===== config.mk =====
export PLATFORM = sky130hd
export DESIGN_NAME = myanmar_syllable_reorder_unit
export DESIGN_NICKNAME = d
export VERILOG_FILES = /design/src/hw/rtl/msr_pkg.sv /design/src/hw/rtl/myanmar_syllable_reorder_unit.sv /design/src/hw/rtl/msr_ram.sv
export SDC_FILE = /design/constraint.sdc
export NUM_CORES = 1
export LEC_CHECK = 0
export ABC_AREA = 0
export BUFFER_PORTS_ARGS = -buffer_cell sky130_fd_sc_hd__buf_2
export CAP_MARGIN = 5
export CORE_MARGIN = 2
export CORE_UTILIZATION = 25
export CTS_BUF_LIST = sky130_fd_sc_hd__clkbuf_2 sky130_fd_sc_hd__clkbuf_4 sky130_fd_sc_hd__clkbuf_8
export DETAILED_ROUTE_END_ITERATION = 10
export GPL_ROUTABILITY_DRIVEN = 1
export PLACE_DENSITY = 0.48
export SLEW_MARGIN = 40
export SYNTH_ARGS = -nofsm -noshare
export SYNTH_HDL_FRONTEND = slang
export SYNTH_SLANG_ARGS = --single-unit

===== constraint.sdc =====
create_clock -name clk -period 6.52 [get_ports clk]
set_input_delay 1.956 -clock clk [delete_from_list [all_inputs] [get_ports clk]]
set_output_delay 1.956 -clock clk [all_outputs]
set_load 0.01 [all_outputs]

===== src/hw/rtl/msr_pkg.sv =====
`timescale 1ns / 1ps
// Shared constants and code-unit classifiers for the Myanmar syllable reorder unit.
// No dependencies.
package msr_pkg;

  localparam int SYL_DEPTH = 16;
  localparam int SYL_AW    = (SYL_DEPTH > 1) ? $clog2(SYL_DEPTH) : 1;
  localparam int SYL_CW    = $clog2(SYL_DEPTH + 1);

  localparam logic [15:0] U_BLOCK_LO  = 16'h1000;
  localparam logic [15:0] U_CONS_HI   = 16'h102A;
  localparam logic [15:0] U_GREAT_SA  = 16'h103F;
  localparam logic [15:0] U_DIGIT_LO  = 16'h1040;
  localparam logic [15:0] U_DIGIT_HI  = 16'h1049;
  localparam logic [15:0] U_SYM_AFORE = 16'h104E;
  localparam logic [15:0] U_BLOCK_HI  = 16'h109F;
  localparam logic [15:0] U_E_VOWEL   = 16'h1031;
  localparam logic [15:0] U_MEDIAL_RA = 16'h103C;
  localparam logic [15:0] U_NGA       = 16'h1004;
  localparam logic [15:0] U_ASAT      = 16'h103A;
  localparam logic [15:0] U_VIRAMA    = 16'h1039;

  function automatic logic is_consonant(input logic [15:0] u);
    return ((u >= U_BLOCK_LO) && (u <= U_CONS_HI)) || (u == U_GREAT_SA) ||
           ((u >= U_DIGIT_LO) && (u <= U_DIGIT_HI)) || (u == U_SYM_AFORE);
  endfunction

  function automatic logic is_myanmar(input logic [15:0] u);
    return (u >= U_BLOCK_LO) && (u <= U_BLOCK_HI);
  endfunction

  // kinzi is sent as nga, asat, virama
  function automatic logic [15:0] kinzi_unit(input logic [1:0] idx);
    logic [15:0] r;
    unique case (idx)
      2'd0:    r = U_NGA;
      2'd1:    r = U_ASAT;
      default: r = U_VIRAMA;
    endcase
    return r;
  endfunction

endpackage


===== src/hw/rtl/myanmar_syllable_reorder_unit.sv =====
`timescale 1ns / 1ps
// Myanmar syllable reorder unit: window, prefix and syllable sequencer.
// Depends on msr_pkg and msr_ram (syllable body store).
//
// Usage:
//   Input channel item_valid/item_ready carries code_unit and end_of_text.
//   Output channel result_valid/result_ready carries out_unit, last_of_run
//   and text_done. One input beat yields zero or more output beats; the last
//   beat caused by an input has last_of_run set, and text_done as well when
//   that input had end_of_text.
//   An input that only fills the lookahead window is just accepted. An input
//   that decides a unit passes accept, decide, act, advance and finish. A
//   syllable flush adds the prefix slot and, per body unit, one store read
//   and one emit; a flush on a full store adds a further act step, and a
//   kinzi repeats the act step for each of its units. At end of text each
//   further window unit passes decide, act and advance, and the closing flush
//   runs as any other flush. The body store is a one-read-port RAM.
//   One result is held back until the next is known, so that last_of_run can
//   be marked; the output register lets the next input be taken while the
//   final result of a beat still waits.
//   Reset (rst, synchronous) empties window, prefix and syllable; the store
//   itself is not cleared. A stalled receiver simply holds the sequencer.
module myanmar_syllable_reorder_unit (
  input  logic        clk,
  input  logic        rst,
  input  logic        item_valid,
  output logic        item_ready,
  input  logic [15:0] code_unit,
  input  logic        end_of_text,
  output logic        result_valid,
  input  logic        result_ready,
  output logic [15:0] out_unit,
  output logic        last_of_run,
  output logic        text_done
);
  import msr_pkg::*;

  typedef enum logic [2:0] {
    ST_IDLE, ST_DECIDE, ST_FLUSH_PRE, ST_FLUSH_RD, ST_FLUSH_EMIT, ST_ACT, ST_NEXT, ST_FINAL
  } state_t;

  state_t state;

  logic [15:0]       la0, la1;
  logic [1:0]        la_cnt;
  logic [15:0]       prev_unit;
  logic              prev_valid;
  logic [15:0]       pre_unit;
  logic              pre_valid;
  logic [SYL_CW-1:0] syl_cnt;
  logic [SYL_AW-1:0] rd_idx;
  logic [15:0]       w0, w1, w2;
  logic [1:0]        wn;
  logic              end_flag;
  logic              ret_final;
  logic              force_append;
  logic [1:0]        kz_idx;
  logic [15:0]       pend_unit;
  logic              pend_valid;

  logic              ram_we, ram_re;
  logic [15:0]       ram_rdata;

  logic              adv, can_emit, emit_req, emit_go, fin_go;
  logic [15:0]       emit_data;
  logic              u_foreign, u_cons, u_kinzi, u_boundary, u_prefix, syl_full, rd_last;

  msr_ram #(.WIDTH(16), .DEPTH(SYL_DEPTH)) u_syl_ram (
    .clk   (clk),
    .we    (ram_we),
    .waddr (syl_cnt[SYL_AW-1:0]),
    .wdata (w0),
    .re    (ram_re),
    .raddr (rd_idx),
    .rdata (ram_rdata)
  );

  always_comb begin
    u_foreign  = !is_myanmar(w0);
    u_cons     = is_consonant(w0);
    u_kinzi    = (w0 == U_NGA) && (wn == 2'd3) && (w1 == U_ASAT) && (w2 == U_VIRAMA);
    // boundary: e-vowel, medial ra, or a free consonant (not kinzi/stacked/killed)
    u_boundary = (w0 == U_E_VOWEL) || (w0 == U_MEDIAL_RA) ||
                 (u_cons && !u_kinzi && !(prev_valid && (prev_unit == U_VIRAMA)) &&
                  !((wn >= 2'd2) && (w1 == U_ASAT)));
    u_prefix   = u_cons && !pre_valid && !force_append;
    syl_full   = (syl_cnt == SYL_CW'(SYL_DEPTH));
    rd_last    = ((SYL_CW'(rd_idx) + SYL_CW'(1)) == syl_cnt);

    adv      = !result_valid || result_ready;
    can_emit = !pend_valid || adv;

    emit_req  = 1'b0;
    emit_data = w0;
    ram_re    = (state == ST_FLUSH_RD);
    ram_we    = 1'b0;
    unique case (state)
      ST_FLUSH_PRE: begin
        emit_req  = pre_valid;
        emit_data = pre_unit;
      end
      ST_FLUSH_EMIT: begin
        emit_req  = 1'b1;
        emit_data = ram_rdata;
      end
      ST_ACT: begin
        if (u_foreign) begin
          emit_req = 1'b1;
        end else if (u_kinzi) begin
          emit_req  = 1'b1;
          emit_data = kinzi_unit(kz_idx);
        end else if (!u_prefix && !syl_full) begin
          ram_we = 1'b1;
        end
      end
      default: ;
    endcase
    emit_go = emit_req && can_emit;
    fin_go  = (state == ST_FINAL) && pend_valid && adv;
  end

  assign item_ready = (state == ST_IDLE);

  always_ff @(posedge clk) begin
    if (rst) begin
      state        <= ST_IDLE;
      la_cnt       <= '0;
      prev_unit    <= '0;
      prev_valid   <= 1'b0;
      pre_valid    <= 1'b0;
      syl_cnt      <= '0;
      pend_valid   <= 1'b0;
      result_valid <= 1'b0;
      force_append <= 1'b0;
      kz_idx       <= '0;
      ret_final    <= 1'b0;
    end else begin
      // output side: held result moves out when a newer one arrives or the run ends
      if (emit_go) begin
        pend_unit  <= emit_data;
        pend_valid <= 1'b1;
      end
      if (emit_go && pend_valid) begin
        result_valid <= 1'b1;
        out_unit     <= pend_unit;
        last_of_run  <= 1'b0;
        text_done    <= 1'b0;
      end else if (fin_go) begin
        result_valid <= 1'b1;
        out_unit     <= pend_unit;
        last_of_run  <= 1'b1;
        text_done    <= end_flag;
        pend_valid   <= 1'b0;
      end else if (result_valid && result_ready) begin
        result_valid <= 1'b0;
      end

      unique case (state)
        ST_IDLE: begin
          if (item_valid) begin
            end_flag <= end_of_text;
            wn       <= la_cnt + 2'd1;
            unique case (la_cnt)
              2'd0: w0 <= code_unit;
              2'd1: begin
                w0 <= la0;
                w1 <= code_unit;
              end
              default: begin
                w0 <= la0;
                w1 <= la1;
                w2 <= code_unit;
              end
            endcase
            if (end_of_text || (la_cnt == 2'd2)) begin
              state <= ST_DECIDE;
            end else begin
              if (la_cnt == 2'd0) begin
                la0 <= code_unit;
              end else begin
                la1 <= code_unit;
              end
              la_cnt <= la_cnt + 2'd1;
            end
          end
        end
        ST_DECIDE: begin
          if (u_foreign || u_boundary) begin
            ret_final <= 1'b0;
            state     <= ST_FLUSH_PRE;
          end else begin
            state <= ST_ACT;
          end
        end
        ST_FLUSH_PRE: begin
          if (!pre_valid || can_emit) begin
            pre_valid <= 1'b0;
            rd_idx    <= '0;
            if (syl_cnt != '0) begin
              state <= ST_FLUSH_RD;
            end else begin
              state <= ret_final ? ST_FINAL : ST_ACT;
            end
          end
        end
        ST_FLUSH_RD: begin
          state <= ST_FLUSH_EMIT;
        end
        ST_FLUSH_EMIT: begin
          if (can_emit) begin
            if (rd_last) begin
              syl_cnt <= '0;
              state   <= ret_final ? ST_FINAL : ST_ACT;
            end else begin
              rd_idx <= rd_idx + SYL_AW'(1);
              state  <= ST_FLUSH_RD;
            end
          end
        end
        ST_ACT: begin
          if (u_foreign) begin
            if (emit_go) begin
              prev_unit  <= w0;
              prev_valid <= 1'b1;
              w0 <= w1;
              w1 <= w2;
              wn <= wn - 2'd1;
              state <= ST_NEXT;
            end
          end else if (u_kinzi) begin
            if (emit_go) begin
              if (kz_idx == 2'd2) begin
                kz_idx     <= '0;
                prev_unit  <= U_VIRAMA;
                prev_valid <= 1'b1;
                wn         <= '0;
                state      <= ST_NEXT;
              end else begin
                kz_idx <= kz_idx + 2'd1;
              end
            end
          end else if (u_prefix) begin
            pre_unit   <= w0;
            pre_valid  <= 1'b1;
            prev_unit  <= w0;
            prev_valid <= 1'b1;
            w0 <= w1;
            w1 <= w2;
            wn <= wn - 2'd1;
            state <= ST_NEXT;
          end else if (syl_full) begin
            // full body: flush first, the unit then opens the new body
            force_append <= 1'b1;
            ret_final    <= 1'b0;
            state        <= ST_FLUSH_PRE;
          end else begin
            syl_cnt      <= syl_cnt + SYL_CW'(1);
            force_append <= 1'b0;
            prev_unit    <= w0;
            prev_valid   <= 1'b1;
            w0 <= w1;
            w1 <= w2;
            wn <= wn - 2'd1;
            state <= ST_NEXT;
          end
        end
        ST_NEXT: begin
          if (end_flag) begin
            if (wn != 2'd0) begin
              state <= ST_DECIDE;
            end else begin
              ret_final <= 1'b1;
              state     <= ST_FLUSH_PRE;
            end
          end else begin
            la0    <= w0;
            la1    <= w1;
            la_cnt <= wn;
            state  <= ST_FINAL;
          end
        end
        ST_FINAL: begin
          if (!pend_valid || adv) begin
            if (end_flag) begin
              la_cnt     <= '0;
              prev_unit  <= '0;
              prev_valid <= 1'b0;
              pre_valid  <= 1'b0;
              syl_cnt    <= '0;
            end
            state <= ST_IDLE;
          end
        end
        default: state <= ST_IDLE;
      endcase
    end
  end

  a_idle_no_pending: assert property (@(posedge clk) disable iff (rst)
    (state == ST_IDLE) |-> !pend_valid)
    else $error("held result left over while idle");

  a_count_bound: assert property (@(posedge clk) disable iff (rst)
    syl_cnt <= SYL_CW'(SYL_DEPTH))
    else $error("syllable count beyond store depth");

  a_forced_append_empty: assert property (@(posedge clk) disable iff (rst)
    (state == ST_ACT && force_append) |-> (syl_cnt == '0))
    else $error("forced append into non-empty body");

  a_window_nonempty: assert property (@(posedge clk) disable iff (rst)
    (state == ST_DECIDE || state == ST_ACT) |-> (wn != 2'd0))
    else $error("deciding on an empty window");

  a_store_write_room: assert property (@(posedge clk) disable iff (rst)
    ram_we |-> !syl_full && !ram_re)
    else $error("store write while full or during read");

endmodule


===== src/hw/rtl/msr_ram.sv =====
`timescale 1ns / 1ps
// Generic simple dual-port RAM: one write port, one read port with registered data.
// No dependencies.
module msr_ram #(
  parameter int WIDTH = 16,
  parameter int DEPTH = 16
) (
  input  logic                                      clk,
  input  logic                                      we,
  input  logic [((DEPTH > 1) ? $clog2(DEPTH) : 1)-1:0] waddr,
  input  logic [WIDTH-1:0]                          wdata,
  input  logic                                      re,
  input  logic [((DEPTH > 1) ? $clog2(DEPTH) : 1)-1:0] raddr,
  output logic [WIDTH-1:0]                          rdata
);

  logic [WIDTH-1:0] mem [DEPTH];

  always_ff @(posedge clk) begin
    if (we) begin
      mem[waddr] <= wdata;
    end
    if (re) begin
      rdata <= mem[raddr];
    end
  end

endmodule


==> impl_results.rst, run 1 <==
.. list-table::
   :header-rows: 1

   * - Metric
     - Value
   * - Status
     - finished clean
   * - Number of instances resized during post-cts repair
     - 0
   * - Share of total power in sequential cells
     - 48.1%
   * - Proportion of synthesized chip area in sequential cells
     - 69.1%
   * - Global-route wire length before repair
     - 76100 µm
   * - Number of design-rule violations left by the first detailed-router iteration
     - around 1100
   * - Launch point of the worst hold path
     - pend_unit[2]$_DFFE_PP_
   * - Vias in the first global route
     - 11543
   * - Maximum operating frequency
     - approximately 0.25 GHz
   * - Top flip-flop cell by instance count after synthesis
     - sky130_fd_sc_hd__edfxtp_1
   * - Most frequent cells in the layout
     - sky130_fd_sc_hd__edfxtp_1, sky130_fd_sc_hd__nand2_1, sky130_fd_sc_hd__mux2i_1, sky130_fd_sc_hd__nor2_1, sky130_fd_sc_hd__clkbuf_8
   * - Largest clock skew in the final design
     - 0.0243 ns
   * - Clock period minus final worst setup slack
     - 3.96 ns
   * - Post-DR wirelength/cell
     - 21.3 µm
   * - Share of total power consumed by net switching
     - 30.5%
   * - Synthesis-stage register bit count
     - 443
   * - Layout Area Growth over Synthesis
     - 16.6%
   * - Router iterations before antenna repair
     - 5
   * - Fill count
     - 7487
   * - Total placed instance area
     - slightly above 0.02 mm²
   * - EDFF count, synth
     - between 400 and 500
   * - # Post-CTS Setup Buffers
     - 0
   * - Class of the most critical hold timing path
     - flip-flop to flip-flop
   * - Total Routing Usage GR
     - 13.1%
   * - Source-to-sink clock delay at the later pin of the worst-skew pair
     - 0.64 ns
   * - Net switching power figure
     - 2.37 mW
   * - Number of unique standard cell types used by synthesis
     - 69
   * - Area of all placed cells without fillers
     - 0.0219 mm²
   * - Mean instance size in the synthesized netlist
     - about 14 µm²
   * - Pin count of the biggest net entering global routing
     - 101
   * - Synthesized cell area
     - 0.0188 mm²
   * - Final cell count without fillers
     - 2412
   * - Net count reported at finish
     - 1425
   * - Hold_ws
     - 0.416 ns
   * - Critical Path Start
     - state[0]$_SDFFE_PP0P_
   * - DRC violations left
     - 0
   * - HPWL after DPL
     - ~30000 µm
   * - Worst slew margin relative to its limit
     - 41.0%
   * - Required arrival time at the worst endpoint
     - 4.56 ns
   * - Syn nets
     - 1331
   * - Count of buffers from port buffering
     - 40
   * - Period Utilization, post-route
     - 60.8%
   * - Pwr per Cell Area
     - 356 mW/mm²
   * - Number of nets with antenna violations after routing
     - 0
   * - Clock Sink Count
     - 443
   * - Post-layout util
     - roughly 30%
   * - Gate Count Post-Synth
     - around 1300
   * - Max-slew violation count
     - 0
   * - Share of flip-flops with an asynchronous set or reset
     - 0%
   * - Height of the die
     - roughly 280 µm
   * - Proportion of power drawn by the clock network
     - 30.8%
   * - Number of buffers inserted during clock tree synthesis
     - 77
   * - Total placed cells including tap cells
     - 2275
   * - Count of pins on the block boundary
     - 41
   * - Maxcap violations
     - 0
   * - Clock buffer depth
     - 3
   * - Internal portion of total power
     - between 5 and 6 mW
   * - Overall overflow remaining after global route
     - 0
   * - Area of the core region
     - 0.0743 mm²
   * - Number of endpoints with negative hold slack in the final report
     - 0
   * - Via count
     - between 10000 and 15000
   * - Per-cell via count in the routed design
     - roughly 4.8
   * - Actual transition at the worst max-transition pin
     - 0.884 ns
   * - Initial standard-cell utilization of the core
     - 25.2%
   * - DIE AREA
     - just under 0.08 mm²
   * - Pre-CTS setup slack
     - 2.49 ns
   * - CTS tree
     - built
   * - RR Startpoint
     - w0[12]$_DFFE_PP_
   * - CTS Hold Buffers Added
     - 0
   * - Biggest fanout along the worst timing path
     - 36
   * - Most frequent standard cell in the layout excluding fill and tap cells
     - sky130_fd_sc_hd__edfxtp_1
   * - Leakage power summed over all cells
     - just over 7 nW
   * - Number of antenna violations at the first check in global routing
     - 1
   * - Unrepaired setup endpoints after global routing
     - no
   * - Floorplan row count
     - 100
   * - Root buf cell
     - sky130_fd_sc_hd__clkbuf_8
   * - Fraction of layout instances using a drive strength above 1
     - 20.0%
   * - Endpoints failing setup
     - 0
   * - Clock transition at path regs
     - 0.05 ns
   * - Combinational power share
     - 21.1%
   * - Chip width
     - 278 µm
   * - Total design power
     - about 8 mW
   * - Type of element launching the critical path
     - flip-flop
   * - Number of warnings printed during yosys synthesis
     - 0
   * - Type of the worst setup path
     - flip-flop to primary output
   * - CP Capture Type
     - primary output
   * - Worst Setup Slack, final
     - 2.56 ns
   * - Total Neg Setup Slack
     - 0 ns
   * - Max IR drop VDD
     - 0.121 mV
   * - Data arrival time of the critical path
     - about 2 ns
   * - Routability congestion estimate
     - roughly 0.8
   * - Post-Route WL
     - between 50000 and 60000 µm
   * - CTS H-tree lvls
     - 3
-- per-layer routing --
layer	global-route usage, %	wire (µm)
met5	0	0
met4	4.16	934
met3	2.04	2780
met2	21.0	24100
met1	18.2	23600
-- sequential cells by signal, summed over array words and instances, names as in the netlist, 16 cells and up --
name and flops:
la0 16, la1 16, out_unit 16, pend_unit 16, pre_unit 16, prev_unit 16
u_syl_ram.mem 256, u_syl_ram.rdata 16, w0 16, w1 16, w2 16
-- power by group through the flow --
| stage | sequential [mW] | clock, mW | combinational [mW] |
|---|---|---|---|
| 2_1_floorplan | 3.74 | 0 | 1.03 |
| 3_3_place_gp | 3.90 | 0 | 1.46 |
| 3_5_place_dp | 3.86 | 0 | 1.56 |
| 4_1_cts | 3.80 | 2.47 | 1.56 |
| 5_1_grt | 3.77 | 2.58 | 1.81 |
| 6_report | 3.74 | 2.39 | 1.64 |
-- synthesized netlist by cell type, types with 7 or more instances --
library cell | number | area, µm²
sky130_fd_sc_hd__a211oi_1 | 7 | 52.6
sky130_fd_sc_hd__nor3_1 | 12 | 60.1
sky130_fd_sc_hd__a21oi_1 | 70 | 350
sky130_fd_sc_hd__clkbuf_1 | 60 | 225
sky130_fd_sc_hd__nor2b_1 | 9 | 56.3
sky130_fd_sc_hd__a221oi_1 | 16 | 140
sky130_fd_sc_hd__nor4b_1 | 8 | 70.1
sky130_fd_sc_hd__nand3b_1 | 7 | 52.6
sky130_fd_sc_hd__nor4_1 | 9 | 56.3
sky130_fd_sc_hd__nor2_1 | 89 | 334
sky130_fd_sc_hd__o211ai_1 | 9 | 67.6
sky130_fd_sc_hd__o21ai_0 | 71 | 355
sky130_fd_sc_hd__nand4_1 | 7 | 43.8
sky130_fd_sc_hd__nand2_1 | 134 | 503
sky130_fd_sc_hd__mux2_2 | 11 | 124
sky130_fd_sc_hd__nand3_1 | 17 | 85.1
sky130_fd_sc_hd__dfxtp_1 | 34 | 681
sky130_fd_sc_hd__or3_1 | 7 | 43.8
sky130_fd_sc_hd__mux4_2 | 32 | 721
sky130_fd_sc_hd__buf_1 | 14 | 52.6
sky130_fd_sc_hd__and4b_1 | 11 | 110
sky130_fd_sc_hd__and4_1 | 7 | 61.3
sky130_fd_sc_hd__mux2i_1 | 104 | 1040
sky130_fd_sc_hd__a22oi_1 | 30 | 225
sky130_fd_sc_hd__ha_1 | 11 | 138
sky130_fd_sc_hd__inv_1 | 14 | 52.6
sky130_fd_sc_hd__edfxtp_1 | 409 | 12300
sky130_fd_sc_hd__and2_1 | 11 | 68.8
-- critical path: stages (launching register included) --
cell and delay [ns]:
sky130_fd_sc_hd__dfxtp_1 0.29, sky130_fd_sc_hd__buf_4 0.26, sky130_fd_sc_hd__or3_1 0.53, sky130_fd_sc_hd__inv_1 0.15
sky130_fd_sc_hd__buf_2 0.15
-- path summary, 6_finish.rpt --
path | slack (ns) | cells after the start | to
hold reg to reg | 0.42 | 0 | out_unit[2]$_DFFE_PP_
setup / recovery | 2.56 | 4 | item_ready
setup reg to reg | 2.95 | 7 | u_syl_ram.mem[11][7]$_DFFE_PP_
hold / removal | 0.42 | 0 | out_unit[2]$_DFFE_PP_
-- kinds of logic after synthesis --
logic type	share of synthesized area, %
AO/OA/AOI/OAI	8.27
buffers and inverters	2.09
adder cells (fa/ha/maj)	0.734
flip-flops	69.1
AND/OR/NAND/NOR	9.44
multiplexers	10.1
XOR/XNOR	0.280
-- cell type report --
type	instances	area, µm²	share of cell area, %
tap	969	1210	5.54
timing repair buffer	95	734	3.36
clock inverter	19	95.1	0.435
clock buffer	109	1310	6.00
inverter	15	56.3	0.257
antenna	1	2.50	0.0114
sequential	443	13000	59.3
multi-input combinational	761	5490	25.1
Note: power is estimated with default switching activity, not from simulation.
==> inputs of run 2 (changes only) <==
- clock period: 6.52 -> 3.9 ns (I/O delays scaled with it)
==> run 2 against run 1 <==
- clock skew down 0.0025 ns
- largest power group unchanged
- wire length down 3.1%
- sequential share of layout area up 0.25 points
- final area down 0.42%
- critical path depth up 4
- via count down 3.0%
- final cell count about the same
- largest cell class unchanged
- critical path type is now flip-flop to flip-flop
==> impl_results.rst, run 2 (synthesis results as in run 1) <==
.. list-table::
   :header-rows: 1

   * - Metric
     - Value
   * - Status
     - finished clean
   * - Proportion of power drawn by the clock network
     - between 30% and 40%
   * - Required arrival time at the worst endpoint
     - 4.21 ns
   * - Endpoint of the worst-slack reg-to-reg timing path
     - out_unit[11]$_DFFE_PP_
   * - Endpoints failing setup
     - 0
   * - Number of instances resized during post-cts repair
     - 0
   * - Router iterations before antenna repair
     - 5
   * - Pwr per Cell Area
     - roughly 600 mW/mm²
   * - Net count reported at finish
     - approximately 1400
   * - Sequential cell area
     - 0.0130 mm²
   * - Layout Area Growth over Synthesis
     - 16.1%
   * - Total placed cells including tap cells
     - between 2000 and 2500
   * - Number of design-rule violations left by the first detailed-router iteration
     - 938
   * - Pre-CTS setup slack
     - between 0.5 and 0.6 ns
   * - Number of endpoints with negative hold slack in the final report
     - 0
   * - CP Capture Type
     - flip-flop
   * - Vias in the first global route
     - ~12000
   * - Met1 WL
     - 22900 µm
   * - Number of buffers inserted during clock tree synthesis
     - 75
   * - Net switching power figure
     - roughly 4 mW
   * - Area of the core region
     - 0.0743 mm²
   * - Combinational power share
     - 21.6%
   * - Global-route wire length before repair
     - 74900 µm
   * - Family with the most delay on the worst path
     - simple AND/OR/NAND/NOR gates
   * - Flip-flop count of the largest register after layout
     - ~260
   * - Class of the most critical hold timing path
     - flip-flop to flip-flop
   * - Share of total power in sequential cells
     - about 47%
   * - Count of buffering cells on the critical path with inverters included
     - 1
   * - Overall overflow remaining after global route
     - 0
   * - Top reg by flops
     - u_syl_ram.mem
   * - Clock Sink Count
     - 443
   * - Total met3 wirelength after detailed routing
     - between 2000 and 2500 µm
   * - Type of the worst setup path
     - flip-flop to flip-flop
   * - Delay of the slowest critical-path stage
     - 0.72 ns
   * - Total Neg Setup Slack
     - 0 ns
   * - Floorplan row count
     - 100
   * - Number of cells on the worst hold path
     - 0
   * - Final cell count without fillers
     - 2413
   * - Post-DR wirelength/cell
     - 20.7 µm
   * - Source-to-sink clock delay at the later pin of the worst-skew pair
     - 0.64 ns
   * - Number of nets with antenna violations after routing
     - 0
   * - Unrepaired setup endpoints after global routing
     - no
   * - Root buf cell
     - sky130_fd_sc_hd__clkbuf_8
   * - DIE AREA
     - 0.0772 mm²
   * - Data arrival time of the critical path
     - 3.65 ns
   * - Actual transition at the worst max-transition pin
     - 0.767 ns
   * - CTS H-tree lvls
     - 3
   * - Leakage power summed over all cells
     - 7.17 nW
   * - Top routing layer in use
     - met4
   * - CTS Hold Buffers Added
     - 0
   * - Internal portion of total power
     - 9.08 mW
   * - Number of antenna violations at the first check in global routing
     - 2
   * - Routability congestion estimate
     - 0.828
   * - Post-layout util
     - approximately 29%
   * - Maximum operating frequency
     - 0.299 GHz
   * - Clock period minus final worst setup slack
     - 3.34 ns
   * - Chip width
     - 278 µm
   * - Via count
     - 11244
   * - Post-Route WL
     - between 40000 and 50000 µm
   * - Largest clock skew in the final design
     - 0.0218 ns
   * - Max-slew violation count
     - 0
   * - Worst slew margin relative to its limit
     - between 40% and 50%
   * - Total Routing Usage GR
     - 12.8%
   * - Fraction of layout instances using a drive strength above 1
     - 20.3%
   * - Height of the die
     - roughly 280 µm
   * - Routed met2 length
     - 23900 µm
   * - Worst Setup Slack, final
     - 0.560 ns
   * - Area occupied by multi-input gates
     - roughly 0.0055 mm²
   * - Launch point of the worst hold path
     - pend_unit[10]$_DFFE_PP_
   * - Biggest fanout along the worst timing path
     - 18
   * - # Post-CTS Setup Buffers
     - 0
   * - Count of buffers from port buffering
     - 40
   * - Count of pins on the block boundary
     - 41
   * - Share of total power consumed by net switching
     - between 30% and 40%
   * - HPWL after DPL
     - 31300 µm
   * - Most frequent standard cell in the layout excluding fill and tap cells
     - sky130_fd_sc_hd__edfxtp_1
   * - Period Utilization, post-route
     - 85.6%
   * - CTS tree
     - built
   * - RR Startpoint
     - w1[9]$_DFFE_PP_
   * - Per-cell via count in the routed design
     - 4.66
   * - Pin count of the biggest net entering global routing
     - 90
   * - Type of element launching the critical path
     - flip-flop
   * - Setup slack on the worst flop-to-flop path
     - 0.56 ns
   * - Fill count
     - 7531
   * - Max stage delay cell, worst path
     - sky130_fd_sc_hd__or4_4
   * - Critical path cell sequence
     - nor4_1 > nand4_1 > or4_4 > nand2_2 > a21oi_1 > a21bo_2 > nor3_2 > buf_4
   * - Endpoint of the worst hold path
     - out_unit[10]$_DFFE_PP_
   * - Total design power
     - 13.1 mW
   * - Clock buffer depth
     - 3
   * - Maxcap violations
     - 0
   * - Most frequent cells in the layout
     - sky130_fd_sc_hd__edfxtp_1, sky130_fd_sc_hd__nand2_1, sky130_fd_sc_hd__mux2i_1, sky130_fd_sc_hd__nor2_1, sky130_fd_sc_hd__clkbuf_8
   * - Worst Reg2Reg Path Length in Cells
     - 8
   * - Clock transition at path regs
     - 0.06 ns
   * - Initial standard-cell utilization of the core
     - between 20% and 30%
   * - Max IR drop VDD
     - 0.217 mV
   * - DRC violations left
     - 0
run 2: per-layer routing:
layer	GRT usage, %	up-vias
met5	0	-
met4	4.19	0
met3	1.92	58
met2	21.1	282
met1	17.3	5703
li1	-	5201
run 2: cell type report:
cell class,instances,share of cell area (%)
antenna,2,0.0230
clock buffer,103,5.76
clock inverter,31,0.931
inverter,15,0.259
multi-input combinational,761,25.2
sequential,443,59.5
tap,969,5.57
timing repair buffer,89,2.72
run 2: how the worst max path moves through the flow:
stage / cells after the start / slack, ns / startpoint / endpoint
2_1_floorplan: 8 / -0.005 / w0[6]$_DFFE_PP_ / w1[0]$_DFFE_PP_
3_3_place_gp: 7 / 0.64 / w1[0]$_DFFE_PP_ / u_syl_ram.mem[13][10]$_DFFE_PP_
3_5_place_dp: 8 / 0.55 / w1[9]$_DFFE_PP_ / out_unit[11]$_DFFE_PP_
4_1_cts: 8 / 0.53 / w1[9]$_DFFE_PP_ / out_unit[11]$_DFFE_PP_
5_1_grt: 8 / 0.37 / w1[9]$_DFFE_PP_ / out_unit[11]$_DFFE_PP_
6_report: 8 / 0.56 / w1[9]$_DFFE_PP_ / out_unit[11]$_DFFE_PP_
run 2: power by group through the flow:
stage	logic, mW	registers [mW]	clock network, mW
after CTS	2.87	6.17	4.19
after detailed placement	2.85	6.26	0
after global routing	3.11	6.21	4.38
after global placement	2.83	6.25	0
after floorplan	1.73	6.25	0
final	2.82	6.17	4.08
run 2: metrics by stage:
step           hold slack [ns]  instance area, µm²
6_report                 0.414               21800
5_1_grt                  0.417               21800
4_1_cts                  0.413               21800
3_5_place_dp             0.406               20300
3_3_place_gp             0.404               20300
2_1_floorplan            0.400               18800
